[src/hw/rtl/mmh64_pkg.sv]
`default_nettype none

package mmh64_pkg;

  localparam logic [63:0] MIX_MUL   = 64'hc6a4a7935bd1e995;
  localparam int unsigned MIX_SHIFT = 47;

  localparam int unsigned WORD_W = 64;
  localparam int unsigned HALF_W = WORD_W / 2;

  // request to the shared multiplier: operand times MIX_MUL, mod 2^64
  typedef struct packed {
    logic              start;
    logic [WORD_W-1:0] operand;
  } mul_req_t;

  typedef struct packed {
    logic busy;
    logic done;
  } mul_rsp_t;

  function automatic logic [WORD_W-1:0] xor_shift(input logic [WORD_W-1:0] x);
    return x ^ (x >> MIX_SHIFT);
  endfunction

endpackage

`default_nettype wire

[src/hw/rtl/mmh64_mul.sv]
`default_nettype none

module mmh64_mul (
  input  wire logic                      clk_i,
  input  wire logic                      rst_ni,
  input  wire mmh64_pkg::mul_req_t       req_i,
  output mmh64_pkg::mul_rsp_t            rsp_o,
  output logic [mmh64_pkg::WORD_W-1:0]   prod_o
);
  import mmh64_pkg::*;

  typedef enum logic [2:0] {
    STEP_LL = 3'b001,
    STEP_HL = 3'b010,
    STEP_LH = 3'b100
  } step_e;

  localparam logic [HALF_W-1:0] MUL_LO = MIX_MUL[HALF_W-1:0];
  localparam logic [HALF_W-1:0] MUL_HI = MIX_MUL[WORD_W-1:HALF_W];

  step_e             step_q;
  logic              busy_q;
  logic              done_q;
  logic [WORD_W-1:0] a_q;
  logic [WORD_W-1:0] acc_q;

  logic [HALF_W-1:0] mul_a;
  logic [HALF_W-1:0] mul_b;
  logic [WORD_W-1:0] prod;
  logic [HALF_W-1:0] hi_sum;

  // one 32x32 multiplier; cross terms only need their low half
  always_comb begin
    mul_a = req_i.operand[HALF_W-1:0];
    mul_b = MUL_LO;
    if (busy_q) begin
      case (step_q)
        STEP_HL: begin
          mul_a = a_q[WORD_W-1:HALF_W];
          mul_b = MUL_LO;
        end
        STEP_LH: begin
          mul_a = a_q[HALF_W-1:0];
          mul_b = MUL_HI;
        end
        default: begin
          mul_a = a_q[HALF_W-1:0];
          mul_b = MUL_LO;
        end
      endcase
    end
  end

  assign prod   = WORD_W'(mul_a) * WORD_W'(mul_b);
  assign hi_sum = acc_q[WORD_W-1:HALF_W] + prod[HALF_W-1:0];

  always_ff @(posedge clk_i or negedge rst_ni) begin
    if (!rst_ni) begin
      step_q <= STEP_LL;
      busy_q <= 1'b0;
      done_q <= 1'b0;
    end else begin
      // done pulses for one cycle after the last cross term
      done_q <= !req_i.start && busy_q && (step_q == STEP_LH);
      if (req_i.start) begin
        step_q <= STEP_HL;
        busy_q <= 1'b1;
      end else if (busy_q) begin
        case (step_q)
          STEP_HL: step_q <= STEP_LH;
          STEP_LH: begin
            step_q <= STEP_LL;
            busy_q <= 1'b0;
          end
          default: begin
            step_q <= STEP_LL;
            busy_q <= 1'b0;
          end
        endcase
      end
    end
  end

  always_ff @(posedge clk_i) begin
    if (req_i.start) begin
      a_q   <= req_i.operand;
      acc_q <= prod;
    end else if (busy_q && (step_q == STEP_HL || step_q == STEP_LH)) begin
      acc_q[WORD_W-1:HALF_W] <= hi_sum;
    end
  end

  assign rsp_o.busy = busy_q;
  assign rsp_o.done = done_q;
  assign prod_o     = acc_q;

  a_no_start_busy : assert property (@(posedge clk_i) disable iff (!rst_ni)
    req_i.start |-> !busy_q)
    else $error("multiplier restarted while busy");

  a_done_after_busy : assert property (@(posedge clk_i) disable iff (!rst_ni)
    done_q |-> ($past(busy_q) && $past(step_q) == STEP_LH))
    else $error("multiplier done without finishing last step");

endmodule

`default_nettype wire

[src/hw/rtl/murmur2_64bit_hash_top.sv]
// MurmurHash64A engine, one 64-bit message word per item, one shared 32x32 multiplier.
// Per item: a full word needs two k multiplies and one h multiply, a partial word one h
//   multiply, a zero-byte word none; the first word adds the length multiply, the last the
//   avalanche multiply and the output register. One item is in flight at a time (in_stall_o),
//   each 64-bit multiply in three steps on one unit; a last item also waits while a held result is stalled.
// Reset (async, rst_ni low): seed 0, running hash 0, next item opens a message, output empty.
`default_nettype none

module murmur2_64bit_hash_top (
  input  wire logic        clk_i,
  input  wire logic        rst_ni,
  // config: seed register
  input  wire logic        cfg_valid_i,
  output logic             cfg_ready_o,
  input  wire logic [63:0] cfg_data_i,
  // input items
  input  wire logic        in_valid_i,
  output logic             in_stall_o,
  input  wire logic [63:0] data_word_i,
  input  wire logic [3:0]  valid_bytes_i,
  input  wire logic [30:0] message_length_i,
  input  wire logic        last_word_i,
  // result items
  output logic             out_valid_o,
  input  wire logic        out_stall_i,
  output logic [63:0]      hash_value_o
);
  import mmh64_pkg::*;

  typedef enum logic [8:0] {
    S_IDLE = 9'b000000001,  // waiting for an item
    S_INIT = 9'b000000010,  // length * M in flight
    S_DISP = 9'b000000100,  // pick word path
    S_K1   = 9'b000001000,  // k * M in flight
    S_K2   = 9'b000010000,  // second k * M in flight
    S_HM   = 9'b000100000,  // h * M in flight
    S_FIN  = 9'b001000000,  // end of item
    S_AV   = 9'b010000000,  // avalanche multiply in flight
    S_OUT  = 9'b100000000   // move result to output register
  } state_e;

  state_e            state_q;
  logic              start_q;      // next item opens a message
  logic [WORD_W-1:0] seed_q;
  logic [WORD_W-1:0] h_q;          // running hash
  logic [WORD_W-1:0] word_q;
  logic              full_q;
  logic [2:0]        cnt_q;
  logic              last_q;
  logic              out_valid_q;
  logic [WORD_W-1:0] hash_q;

  mul_req_t          mul_req;
  mul_rsp_t          mul_rsp;
  logic [WORD_W-1:0] prod;

  logic              in_acc;
  logic              out_free;
  logic [WORD_W-1:0] tail_mask;

  assign cfg_ready_o = 1'b1;
  assign in_stall_o  = (state_q != S_IDLE);
  assign in_acc      = in_valid_i && (state_q == S_IDLE);
  assign out_free    = !out_valid_q || !out_stall_i;

  // low bytes below the count survive
  always_comb begin
    for (int i = 0; i < 8; i++) begin
      tail_mask[i*8 +: 8] = (3'(i) < cnt_q) ? 8'hff : 8'h00;
    end
  end

  // multiplier issue: in K1 and K2 in the cycle the previous product lands, else from IDLE, DISP and FIN
  always_comb begin
    mul_req.start   = 1'b0;
    mul_req.operand = '0;
    case (state_q)
      S_IDLE: begin
        if (in_acc && start_q) begin
          mul_req.start   = 1'b1;
          mul_req.operand = {{(WORD_W-31){1'b0}}, message_length_i};
        end
      end
      S_DISP: begin
        if (full_q) begin
          mul_req.start   = 1'b1;
          mul_req.operand = word_q;
        end else if (cnt_q != 3'd0) begin
          mul_req.start   = 1'b1;
          mul_req.operand = h_q ^ (word_q & tail_mask);
        end
      end
      S_K1: begin
        if (mul_rsp.done) begin
          mul_req.start   = 1'b1;
          mul_req.operand = xor_shift(prod);
        end
      end
      S_K2: begin
        if (mul_rsp.done) begin
          mul_req.start   = 1'b1;
          mul_req.operand = h_q ^ prod;
        end
      end
      S_FIN: begin
        if (last_q) begin
          mul_req.start   = 1'b1;
          mul_req.operand = xor_shift(h_q);
        end
      end
      default: begin
        mul_req.start   = 1'b0;
        mul_req.operand = '0;
      end
    endcase
  end

  mmh64_mul u_mul (
    .clk_i  (clk_i),
    .rst_ni (rst_ni),
    .req_i  (mul_req),
    .rsp_o  (mul_rsp),
    .prod_o (prod)
  );

  always_ff @(posedge clk_i or negedge rst_ni) begin
    if (!rst_ni) begin
      state_q     <= S_IDLE;
      start_q     <= 1'b1;
      seed_q      <= '0;
      h_q         <= '0;
      out_valid_q <= 1'b0;
    end else begin
      if (cfg_valid_i) begin
        seed_q <= cfg_data_i;
      end
      // a new result may replace one leaving in the same cycle
      if (state_q == S_OUT && out_free) begin
        out_valid_q <= 1'b1;
      end else if (out_valid_q && !out_stall_i) begin
        out_valid_q <= 1'b0;
      end
      case (state_q)
        S_IDLE: begin
          if (in_acc) begin
            state_q <= start_q ? S_INIT : S_DISP;
          end
        end
        S_INIT: begin
          if (mul_rsp.done) begin
            h_q     <= seed_q ^ prod;
            state_q <= S_DISP;
          end
        end
        S_DISP: begin
          if (full_q) begin
            state_q <= S_K1;
          end else if (cnt_q != 3'd0) begin
            state_q <= S_HM;
          end else begin
            state_q <= S_FIN;
          end
        end
        S_K1: begin
          if (mul_rsp.done) begin
            state_q <= S_K2;
          end
        end
        S_K2: begin
          if (mul_rsp.done) begin
            state_q <= S_HM;
          end
        end
        S_HM: begin
          if (mul_rsp.done) begin
            h_q     <= prod;
            state_q <= S_FIN;
          end
        end
        S_FIN: begin
          start_q <= last_q;
          state_q <= last_q ? S_AV : S_IDLE;
        end
        S_AV: begin
          if (mul_rsp.done) begin
            state_q <= S_OUT;
          end
        end
        S_OUT: begin
          // product register holds until the next issue
          if (out_free) begin
            state_q <= S_IDLE;
          end
        end
        default: state_q <= S_IDLE;
      endcase
    end
  end

  // item and result payload
  always_ff @(posedge clk_i) begin
    if (in_acc) begin
      word_q <= data_word_i;
      full_q <= valid_bytes_i[3];     // eight or more: full word
      cnt_q  <= valid_bytes_i[2:0];
      last_q <= last_word_i;
    end
    if (state_q == S_OUT && out_free) begin
      hash_q <= xor_shift(prod);
    end
  end

  assign out_valid_o  = out_valid_q;
  assign hash_value_o = hash_q;

  a_done_when_waiting : assert property (@(posedge clk_i) disable iff (!rst_ni)
    mul_rsp.done |-> (state_q == S_INIT || state_q == S_K1 || state_q == S_K2 ||
                      state_q == S_HM || state_q == S_AV))
    else $error("multiplier result arrived with nobody waiting");

  a_out_mul_idle : assert property (@(posedge clk_i) disable iff (!rst_ni)
    (state_q == S_OUT || state_q == S_IDLE) |-> !mul_rsp.busy)
    else $error("multiplier busy outside a wait state");

  a_result_loaded : assert property (@(posedge clk_i) disable iff (!rst_ni)
    (state_q == S_OUT && out_free) |=> (out_valid_q && state_q == S_IDLE))
    else $error("result not loaded into output register");

endmodule

`default_nettype wire
[config.mk]
export PLATFORM = sky130hd
export DESIGN_NAME = murmur2_64bit_hash_top
export DESIGN_NICKNAME = d
export VERILOG_FILES = /design/src/hw/rtl/mmh64_pkg.sv /design/src/hw/rtl/mmh64_mul.sv /design/src/hw/rtl/murmur2_64bit_hash_top.sv
export SDC_FILE = /design/constraint.sdc
export NUM_CORES = 2
export LEC_CHECK = 0
export ABC_AREA = 0
export BUFFER_PORTS_ARGS = -buffer_cell sky130_fd_sc_hd__buf_2
export CORE_ASPECT_RATIO = 1.25
export CORE_UTILIZATION = 58
export CTS_CLUSTER_DIAMETER = 200
export CTS_CLUSTER_SIZE = 30
export DETAILED_ROUTE_END_ITERATION = 10
export PLACE_DENSITY = 0.79
export SYNTH_ARGS = -nofsm -noshare
export SYNTH_HDL_FRONTEND = slang
export SYNTH_HIERARCHICAL = 1
export SYNTH_SLANG_ARGS = --single-unit
export TNS_END_PERCENT = 20
[constraint.sdc]
create_clock -name clk_i -period 10.7 [get_ports clk_i]
set_clock_uncertainty 0.1 [all_clocks]
set_input_delay 2.14 -clock clk_i [delete_from_list [all_inputs] [get_ports clk_i]]
set_output_delay 2.14 -clock clk_i [all_outputs]
set_load 0.02 [all_outputs]
==> results.txt <==
status: finished with violations
failing checks: setup timing
critical path type: in -> reg
CP startpoint kind: primary input
Max Clock Freq: 92.4 MHz
Post-route DRC: 0
Hold Path Class: reg -> reg
vias: 36.1k
num rows: 113
CP Capture Type: flip-flop
Final #Nets: 6292
share of post-route cells with drive strength above 1: 23.1%
Pins Over Slew Limit: 0
number of CTS-inserted buffers: 17
RePlAce Congestion: 1.10
Die Y-Extent: 313 um
hpwl dp: 136000 um
RSZ-0062 raised after global routing: yes
initial core utilization: 58.7%
Hold Path Origin: seed_q[3]$_DFFE_PN0P_
CTS tree: done
die extent in x: 250 um
CP delay by family, top: adder cells
Syn. warnings: 6
Clock transition at path regs: 0.12 ns
Buf/Inv on CP: 12
# H-tree levels: 1
crit share post-route: 101%
placed cells: 6008
# hold bufs at CTS: 0
reg2reg setup slack: 0.30 ns
Pre-antenna DRT Iters: 9
final non-filler cell total: 6071
Max Cap Viol: 0
area delta synth->final: 18.4%
crit-path most repeated cell: fa_1
CTS Root Cell: clkbuf_16
Slowest Stage Delay on Critical Path: 0.55 ns
crit path from: in_valid_i
number of DRC violations after detailed-routing iteration 0: 3489
Worst Tran Pin Value: 1.21 ns
gr ovfl total: 0
worst endpoint required time: 10.91 ns
initial antenna violation count: 8
first-pass GRT wire length: 236000 um
GRT Total Usage: 41.6%
I/O Buffers: 234
clk_lat worst skew: 0.57 ns
Worst slew margin: 19.2%
antenna-violating nets left: 0
Mean Syn Cell Area: 10.4 um^2
Final Hold Fails: 0
vias per inst: 5.95
Mapped Cells: 4298
Ports: 236
crit path time final: 10.83 ns
final wirelength: 161000 um
Final Setup Violations: 5
vias in the first global route: 37.7k
Sink Count: 405
Synth Cell Area: 0.0448 mm^2
Avg WL per Cell: 26.6 um
core area: 0.0762 mm^2
R2R Path Start: state_q[8]$_DFFE_PN0P_
Max clock buf depth: 3
crit path DAT: 11.04 ns
die area: 0.0783 mm^2
CP Max Fanout: 8
worst setup margin: -0.127 ns
slowest stage cell on the critical path: fa_1
largest net degree at the start of global routing: 121
==> path summary, 6_finish.rpt <==
| check | end | depth (start not counted) |
|---|---|---|
| min in group asynchronous | seed_q[38]$_DFFE_PN0P_ | 1 |
| min | seed_q[3]$_DFFE_PN0P_ | 1 |
| max | u_mul/prod_o[61]$_DFFE_PP_ | 42 |
| min reg2reg | seed_q[3]$_DFFE_PN0P_ | 1 |
| max in group asynchronous | u_mul/busy_q$_DFF_PN0_ | 2 |
| max reg2reg | u_mul/prod_o[61]$_DFFE_PP_ | 42 |
==> what timing repair did <==
item | 4_1_cts | 5_1_grt
endpoints found under the setup margin | 10 | 30
buffers inserted | 3 | 22
pin swaps | 13 | 37
gates cloned | 0 | 1
resized for setup | 22 | 82
==> final cells by class <==
type,count,area (um^2)
fill,5817,23200
sequential,405,11400
clock inverter,2,25.0
antenna,7,17.5
inverter,790,2990
multi-input combinational,2944,30300
tap,977,1220
clock buffer,28,467
timing repair buffer,918,6580
==> cell usage in the layout (no fill, tap or decap), drive strengths merged, types with 8 or more instances in the layout <==
master and count:
a211oi 15, nand3b 10, a21o 73, o221ai 17, a21oi 138, inv 789
o21a 15, or2 15, nand3 55, a221oi 12, o21ai 229, o211ai 22
o22ai 9, a222oi 34, ha 419, clkbuf 29, and3 17, and2 19
xnor2 116, a221o 14, nand2b 17, o21bai 13, nor3 32, fa 628
nor2 167, a22oi 22, or3 9, nand2 417, xor2 136, edfxtp 261
dfrtp 141, nor4 8, buf 917, mux2i 39, and4 8, nand4 32
nor2b 13, mux2 70, a31oi 20
==> state kept, by name (all words and copies together) (netlist names), 3 cells and up <==
register and count:
h_q 64, hash_value_o 64, seed_q 64, u_mul/a_q 64, u_mul/prod_o 64, word_q 64, state_q 9, cnt_q 3
u_mul/step_q 3
==> per-stage QoR <==
stage	cell area (um^2)	TNS, ns	hold WS (ns)	setup slack, ns	util (%)
floorplan	45000	-0.364	0.355	-0.139	-
global placement	51800	-15.27	0.390	-0.693	68.0
detailed placement	51800	-16.46	0.397	-0.869	68.0
CTS	52400	-0.167	0.424	-0.0858	68.8
global route	53000	-3.06	0.438	-0.353	69.6
finish	53000	-0.411	0.423	-0.127	69.6
==> routing by layer <==
| layer | wire length [um] | vias to the layer above | track usage [%] |
|---|---|---|---|
| li1 | - | 15720 | - |
| met1 | 56200 | 17870 | 48.0 |
| met5 | 0 | - | 0 |
| met3 | 11500 | 624 | 5.63 |
| met2 | 76600 | 1892 | 68.5 |
| met4 | 17200 | 0 | 36.2 |
Power is left out: the tool's default activity adds up to more than one toggle a clock period on the data nets, which glitch-free logic cannot reach.
